$ cat config.mk
export PLATFORM = sky130hd
export DESIGN_NAME = pnf_ctrl
export DESIGN_NICKNAME = d
export VERILOG_FILES = /design/src/pnf_pkg.sv /design/src/pnf_ctrl.sv
export SDC_FILE = /design/constraint.sdc
export NUM_CORES = 1
export LEC_CHECK = 0
export BUFFER_PORTS_ARGS = -buffer_cell sky130_fd_sc_hd__buf_2
export CORE_UTILIZATION = 29
export CTS_BUF_LIST = sky130_fd_sc_hd__clkbuf_8 sky130_fd_sc_hd__clkbuf_16
export DETAILED_ROUTE_END_ITERATION = 8
export GPL_ROUTABILITY_DRIVEN = 0
export SYNTH_ARGS = -nofsm -noshare
export SYNTH_HDL_FRONTEND = slang
export SYNTH_SLANG_ARGS = --single-unit
$ cat constraint.sdc
create_clock -name i_clk -period 7.4 [get_ports i_clk]
set_clock_uncertainty 0.2 [all_clocks]
set_input_delay 1.11 -clock i_clk [delete_from_list [all_inputs] [get_ports i_clk]]
set_output_delay 1.11 -clock i_clk [all_outputs]
set_load 0.02 [all_outputs]
$ cat src/pnf_pkg.sv
// Shared constants, codes and control structs for the Petri net fire engine.
package pnf_pkg;

    localparam int DEF_MAX_PLACES = 16;
    localparam int DEF_MAX_TRANS  = 16;
    localparam int DEF_TOKEN_BITS = 16;

    localparam int WEIGHT_W = 16;
    localparam int COUNT_W  = 5;

    localparam logic [COUNT_W-1:0] COUNT_RST = 5'd16;
    localparam logic [COUNT_W-1:0] LIST_CAP  = 5'd16;

    // request action codes
    localparam logic [2:0] ACT_WR_IN  = 3'd0;
    localparam logic [2:0] ACT_WR_OUT = 3'd1;
    localparam logic [2:0] ACT_WR_TOK = 3'd2;
    localparam logic [2:0] ACT_LIST   = 3'd3;
    localparam logic [2:0] ACT_FIRE   = 3'd4;

    // configuration register indexes
    localparam logic CFG_PLACES = 1'b0;
    localparam logic CFG_TRANS  = 1'b1;

    typedef struct packed {
        logic       clr;
        logic       wr_iw;
        logic       wr_ow;
        logic       wr_tok;
        logic       ld;
        logic       en;
        logic       fired;
        logic       last;
        logic [3:0] idx;
    } t_cmd;

    typedef struct packed {
        logic               covered;
        logic               out_free;
        logic [COUNT_W-1:0] act_trans;
        logic [COUNT_W-1:0] list_n;
    } t_stat;

endpackage

$ cat src/pnf_ctrl.sv
// Controller: clearing sweep, request decode, list walk and fire sequencing.
module pnf_ctrl #(
    parameter int MAX_TRANS = pnf_pkg::DEF_MAX_TRANS,
    parameter int TA_W      = 4,
    parameter int CNT_W     = 5
) (
    input  logic            i_clk,
    input  logic            i_rst_n,
    input  logic            i_valid,
    output logic            o_ready,
    input  logic [2:0]      i_action,
    input  logic [3:0]      i_transition,
    input  pnf_pkg::t_stat  i_stat,
    output pnf_pkg::t_cmd   o_cmd,
    output logic [TA_W-1:0] o_rd_addr
);
    import pnf_pkg::*;

    localparam logic [1:0] ST_CLEAR = 2'd0;
    localparam logic [1:0] ST_IDLE  = 2'd1;
    localparam logic [1:0] ST_LIST  = 2'd2;
    localparam logic [1:0] ST_FIRE  = 2'd3;

    logic [1:0]       r_state, n_state;
    logic [CNT_W-1:0] r_cnt, n_cnt;
    logic [3:0]       r_trans, n_trans;
    logic             accept;
    logic [6:0]       cnt7;
    logic [6:0]       ntr7;
    logic [6:0]       ncnt7;
    logic             fire_ok;

    assign o_ready = (r_state == ST_IDLE);
    assign accept  = i_valid && o_ready;
    assign cnt7    = 7'(r_cnt);
    assign fire_ok = (7'(r_trans) < 7'(i_stat.act_trans)) && i_stat.covered;

    always_comb begin
        n_state = r_state;
        n_cnt   = r_cnt;
        n_trans = r_trans;
        o_cmd   = '0;
        case (r_state)
            ST_CLEAR: begin
                o_cmd.clr = 1'b1;
                if (r_cnt == CNT_W'(MAX_TRANS - 1)) begin
                    n_state = ST_IDLE;
                    n_cnt   = '0;
                end else begin
                    n_cnt = r_cnt + 1'b1;
                end
            end
            ST_IDLE: begin
                if (accept) begin
                    case (i_action)
                        ACT_WR_IN:  o_cmd.wr_iw  = 1'b1;
                        ACT_WR_OUT: o_cmd.wr_ow  = 1'b1;
                        ACT_WR_TOK: o_cmd.wr_tok = 1'b1;
                        ACT_LIST: begin
                            if (i_stat.list_n != '0) begin
                                n_state = ST_LIST;
                                n_cnt   = '0;
                            end
                        end
                        ACT_FIRE: begin
                            n_trans = i_transition;
                            n_state = ST_FIRE;
                        end
                        default: ;
                    endcase
                end
            end
            ST_LIST: begin
                if (i_stat.out_free) begin
                    o_cmd.ld   = 1'b1;
                    o_cmd.idx  = cnt7[3:0];
                    o_cmd.en   = i_stat.covered;
                    o_cmd.last = (cnt7 + 7'd1) == 7'(i_stat.list_n);
                    if (o_cmd.last) begin
                        n_state = ST_IDLE;
                        n_cnt   = '0;
                    end else begin
                        n_cnt = r_cnt + 1'b1;
                    end
                end
            end
            ST_FIRE: begin
                if (i_stat.out_free) begin
                    o_cmd.ld    = 1'b1;
                    o_cmd.idx   = r_trans;
                    o_cmd.en    = fire_ok;
                    o_cmd.fired = fire_ok;
                    o_cmd.last  = 1'b1;
                    n_state     = ST_IDLE;
                end
            end
            default: n_state = ST_IDLE;
        endcase
    end

    // read the row that the next cycle evaluates; during the sweep, the row being cleared
    assign ntr7  = 7'(n_trans);
    assign ncnt7 = 7'(n_cnt);
    always_comb begin
        if (r_state == ST_CLEAR) begin
            o_rd_addr = cnt7[TA_W-1:0];
        end else if (n_state == ST_FIRE) begin
            o_rd_addr = ntr7[TA_W-1:0];
        end else begin
            o_rd_addr = ncnt7[TA_W-1:0];
        end
    end

    always_ff @(posedge i_clk) begin
        if (!i_rst_n) begin
            r_state <= ST_CLEAR;
            r_cnt   <= '0;
            r_trans <= '0;
        end else begin
            r_state <= n_state;
            r_cnt   <= n_cnt;
            r_trans <= n_trans;
        end
    end

endmodule

### After elaboration in Yosys (flattened, before gate mapping)

Cells that the tools add are included.
W data, S select, Z words.

| cells by class | value |
|---|---|
| add/subtract/negate cells | 2 |
| $mul | 0 |
| div/mod/pow operators | 0 |
| order comparisons | 1 |
| equality and inequality tests | 14 |
| shift-type cells | 0 |
| muxes and demuxes | 32 |
| bitwise operators | 0 |
| reductions and logical operators | 7 |

Operator list:

| operator | count |
|---|---|
| $mux W5 | 7 |
| $mux W4 | 5 |
| $pmux W5 S3 | 1 |
| $mux W2 | 7 |
| $pmux W5 S2 | 1 |
| $mux W8 | 1 |
| $pmux W2 S2 | 2 |
| $pmux W2 S4 | 1 |
| $add A5 B1 Y6 const B | 1 |
| $eq A2 B2 Y1 const B | 3 |
| $eq A3 B2 Y1 const B | 2 |
| $eq A6 B5 Y1 | 1 |
| $mux W3 | 2 |
| $ne A2 B1 Y1 const B | 3 |
| $add A5 B1 Y5 const B | 1 |
| $eq A5 B4 Y1 const B | 1 |
| $lt A4 B5 Y1 | 1 |
| $mux W1 | 5 |
| $reduce_and A5 Y1 | 1 |
| $reduce_bool A5 Y1 | 1 |
| $eq A3 B1 Y1 const B | 1 |
| $eq A3 B3 Y1 const B | 1 |
| $logic_not A3 Y1 | 1 |
| $reduce_bool A3 Y1 | 1 |
| other kinds (4) | 5 |

| word-level totals | value |
|---|---|
| flip-flop bits (word level) | 11 |
| latch bits | 0 |
| bits in writable memories | 0 |
| bits in read-only memories | 0 |
| bits of input ports | 22 |
| output and inout bits | 17 |
| logic and storage cells | 60 |
| memories | 0 |

### Depth between registers and ports, before layout

| logic depth | value |
|---|---|
| depth after elaboration | 8 |
| gate-level depth with buffers | 10 |
| depth with buffers taken out | 10 |

### Least setup slack after synthesis

No wires, ideal clock.

| timing path | value |
|---|---|
| path type | input to output |
| start | in i_stat[0] in the netlist's numbering |
| end | out o_rd_addr[0] |
| arrival time | 2435 ps |
| required time | 6090 ps |
| slack | 3655 ps |
| stages on the path | 5 |
| buffers on the path | 0 |
| path through | nor3_1 a21oi_1 o21ai_0 nor2_1 o31ai_1 |

| between the ends | value |
|---|---|
| longest elaborated chain between the ends | 8 |
| elaborated cells between the ends (all ways) | 17 |
| classes of those cells | 2 x eq/ne; 14 x mux; 1 x reduce/logical |

Ends and longest elaborated chain:

| what | line | text |
|---|---|---|
| start, declared | pnf_ctrl.sv:13 | `input pnf_pkg::t_stat i_stat,` |
| $reduce_bool A5 Y1 | pnf_ctrl.sv:60 | `if (i_stat.list_n != '0) begin` |
| $mux W2 | pnf_ctrl.sv:60 |  |
| $pmux W2 S2 | pnf_ctrl.sv:55 | `case (i_action)` |
| $mux W2 | pnf_ctrl.sv:54 | `if (accept) begin` |
| $pmux W2 S4 | pnf_ctrl.sv:43 | `case (r_state)` |
| $eq A2 B2 Y1 | pnf_ctrl.sv:107 | `end else if (n_state == ST_FIRE) begin` |
| $mux W4 (*) | pnf_ctrl.sv:107 |  |
| $mux W4 (*) | pnf_ctrl.sv:105 | `if (r_state == ST_CLEAR) begin` |
| end, declared | pnf_ctrl.sv:15 | `output logic [TA_W-1:0] o_rd_addr` |

Every way passes the cells marked *; elsewhere a longest branch is shown, timed or not. The select of a mux whose other input is x is not followed.

### Final worst setup path

| timing path | value |
|---|---|
| start | reg r_cnt[0] |
| end | out o_rd_addr[1] |

| between the ends | value |
|---|---|
| longest elaborated chain between the ends | 8 |
| elaborated cells between the ends (all ways) | 15 |
| classes of those cells | 2 x add/sub; 3 x eq/ne; 10 x mux |

Ends and longest elaborated chain:

| what | line | text |
|---|---|---|
| start, declared | pnf_ctrl.sv:25 | `logic [CNT_W-1:0] r_cnt, n_cnt;` |
| start signal, assigned | pnf_ctrl.sv:121 | `r_cnt <= n_cnt;` |
| $add A5 B1 Y6 | pnf_ctrl.sv:78 | `o_cmd.last = (cnt7 + 7'd1) == 7'(i_stat.list_n);` |
| $eq A6 B5 Y1 | pnf_ctrl.sv:78 |  |
| $mux W2 | pnf_ctrl.sv:79 | `if (o_cmd.last) begin` |
| $mux W2 | pnf_ctrl.sv:74 | `if (i_stat.out_free) begin` |
| $pmux W2 S4 | pnf_ctrl.sv:43 |  |
| $eq A2 B2 Y1 | pnf_ctrl.sv:107 |  |
| $mux W4 (*) | pnf_ctrl.sv:107 |  |
| $mux W4 (*) | pnf_ctrl.sv:105 |  |

Marked as above.

==> impl_metrics.ini <==
[finish]
n_antenna_cell = 0
drive_gt1_share_pct = 27.5
area_delta_synth_final_pct = 24.6
finalInstanceArea_sq_mm = 0.00129
fin_util_pct = 38.1
fill_cells = 353
fin_nets = 200
finalNonFillerCells = 217

[synth]
synth_simple_gate_area_share_pct = 26.2
synthMuxAreaShare_pct = 7.72
syn_area_per_cell_sq_um = 7.68
syn_inst = 135
synth-xor-area-share_pct = 6.39
synth-seq-cells = 11
synth_edf_count = 0
syn_nets = 163
synth_adder_area_share_pct = 7.24
yosys.cell_types.count = 45
synth_area_sq_mm = 0.00104
ys_seq_area_share_pct = 21.2
synth_flop_cell = dfxtp_1
synth_compound_area_share_pct = 22.9
synth_top_family_by_area = simple AND/OR/NAND/NOR gates
yosysWarningCount = 0
ys_async_sr_fraction_pct = 0

[grt]
grt-ovfl-total = 0
grt_usage_pct = 14.5
antenna_found_initial = 0
grt_pass1_wl_microns = 4000
grt_max_degree = 21
grt_pass1_vias = 881

[power]
powerDensity_mw_per_mm2 = 118
peakVddDrop_v = 0.0000457
power.leakage_nw = 0.599
p_total_mw = 0.152

[detailed_routing]
drt-total-wl_microns = 2710
dr.pass1.iters = 4
drtIter0Drc = 38
vias = 1049
wl_per_cell_microns = 12.5
drc = 0
via_per_inst = 4.83
ant_nets = 0

[die]
fp.dieArea_sq_mm = 0.00382
boundaryPins = 39
core_sq_mm = 0.00339
die_w_microns = 61.8
die_y_microns = 61.8
rows = 21
initial_core_util_pct = 30.6

[timing]
grt_setup_unrepaired = false
worst_slack_ps = 3260
worst_slew_pin_slew_ps = 791
fin_crit_ps = 4140
setup_tns_ps = 0
max_freq_ghz = 0.242
drv_slew = 0
fin_crit_sh_pct = 55.9
finalHoldViolCount = 0
slew_headroom_pct = 47.2
setup_violations = 0
holdWs_ps = 354

[clock_network]
cts.clk_slew.worst_paths_ps = 50
clkLatencyLatePin_ps = 240
root_buffer = clkbuf_8
post_cts_buffers = 0
cts_inserted_buffers = 3
htreeDepth = 1
clockBufferDepth = 2
cts_tree = yes
ctsHoldBuffers = 0
clock-sinks = 11
ctsResizeCount = 0

[setup_path]
critical_path_class = reg2out
crit_path_start_kind = flip-flop
r2r_slack_ps = 4690
cp-end-kind = output pin
cp_max_fo = 7
cp.required_ps = 6090
cp_data_arrival_time_ps = 2830

[placement]
place_area_sq_mm = 0.00125
hpwl_microns = 2110
dp_slack_ps = 3340
io_buffers = 38
place_inst = 213

[outcome]
outcome = completed

[min_path]
hp-class = reg2reg

[flow_run]
drv_cap = 0
==> cell usage in the layout (no fill, tap or decap), types with 2 or more instances in the layout <==
cell type	count
clkbuf_8	3
dfxtp_1	11
mux2i_1	8
ha_1	6
xnor2_1	2
nor3_1	5
a211oi_1	2
nand2_1	8
xor2_1	3
a221oi_1	2
nand3_1	2
o21ai_0	6
a21o_1	2
o22ai_1	2
a21oi_1	11
nor4b_1	2
buf_2	38
nor2b_1	3
inv_1	13
nor2_1	20
==> area by class of cell <==
cell class | instances | area [sq um] | share of cell area (%)
Clock buffer | 3 | 41.3 | 3.19
Clock inverter | 1 | 3.75 | 0.290
Inverter | 13 | 48.8 | 3.78
Multi-Input combinational cell | 105 | 731 | 56.5
Sequential cell | 11 | 220 | 17.0
Tap cell | 46 | 57.6 | 4.45
Timing Repair Buffer | 38 | 190 | 14.7
==> path summary, 6_finish.rpt <==
check | cells past startpoint | startpoint | endpoint
setup / recovery | 11 | r_cnt[0] | o_rd_addr[1]
hold / removal | 2 | r_trans[0] | r_trans[0]
hold reg to reg | 2 | r_trans[0] | r_trans[0]
setup reg to reg | 10 | r_cnt[0] | r_cnt[1]
==> Yosys cell counts, types with 2 or more instances <==
library cell  number  share of area [%]
a211oi_1           2                1.4
a21o_1             2                1.4
a21oi_1           11                5.3
a221oi_1           2                1.7
buf_2              2               0.97
dfxtp_1           11                 21
ha_1               6                7.2
inv_1             12                4.3
mux2i_1            8                7.7
nand2_1            8                2.9
nand3_1            2               0.97
nor2_1            20                7.2
nor2b_1            3                1.8
nor3_1             5                2.4
nor4b_1            2                1.7
o21ai_0            6                2.9
o22ai_1            2                1.2
xnor2_1            2                1.7
xor2_1             3                2.5
==> worst max-delay path: stages (launching register included) <==
cell     delay (ps)
dfxtp_1         470
ha_1            280
nand3_1         130
inv_1            90
ha_1            250
xor2_1          180
nand4_1         140
a21oi_2         300
o32ai_4         150
a22o_1          230
o221a_1         220
buf_2           150
==> where the power goes <==
group | switching [mW] | internal [mW] | leakage [nW]
clock | 0.0238 | 0.0365 | 0.0269
combinational | 0.0138 | 0.0142 | 0.483
sequential | 0.00290 | 0.0607 | 0.0892
total | 0.0405 | 0.111 | 0.599
==> sequential cells by signal (all words and copies together) (netlist names) <==
name	flops
r_trans	4
r_state	2
r_cnt	5
==> kinds of logic (layout without fill, tap and decap cells) <==
family,count (synthesis),in the layout
DFF,11,11
adders and majority gates,6,6
and+or+nand+nor,51,51
muxes,8,8
AOI/OAI and AO/OA,34,34
buffers and inverters,19,55
xor gates and xnor gates,6,6
==> routing by layer <==
metal | wire length [microns] | share of wire, % | vias to the layer above | global-route usage, %
li1 | - | - | 549 | -
met1 | 1280 | 47 | 461 | 19.2
met2 | 1260 | 46 | 35 | 23.5
met3 | 135 | 5.0 | 4 | 2.48
met4 | 39 | 1.4 | 0 | 5.71
met5 | 0 | 0 | - | 0
Power figures use the tool's default switching activity.
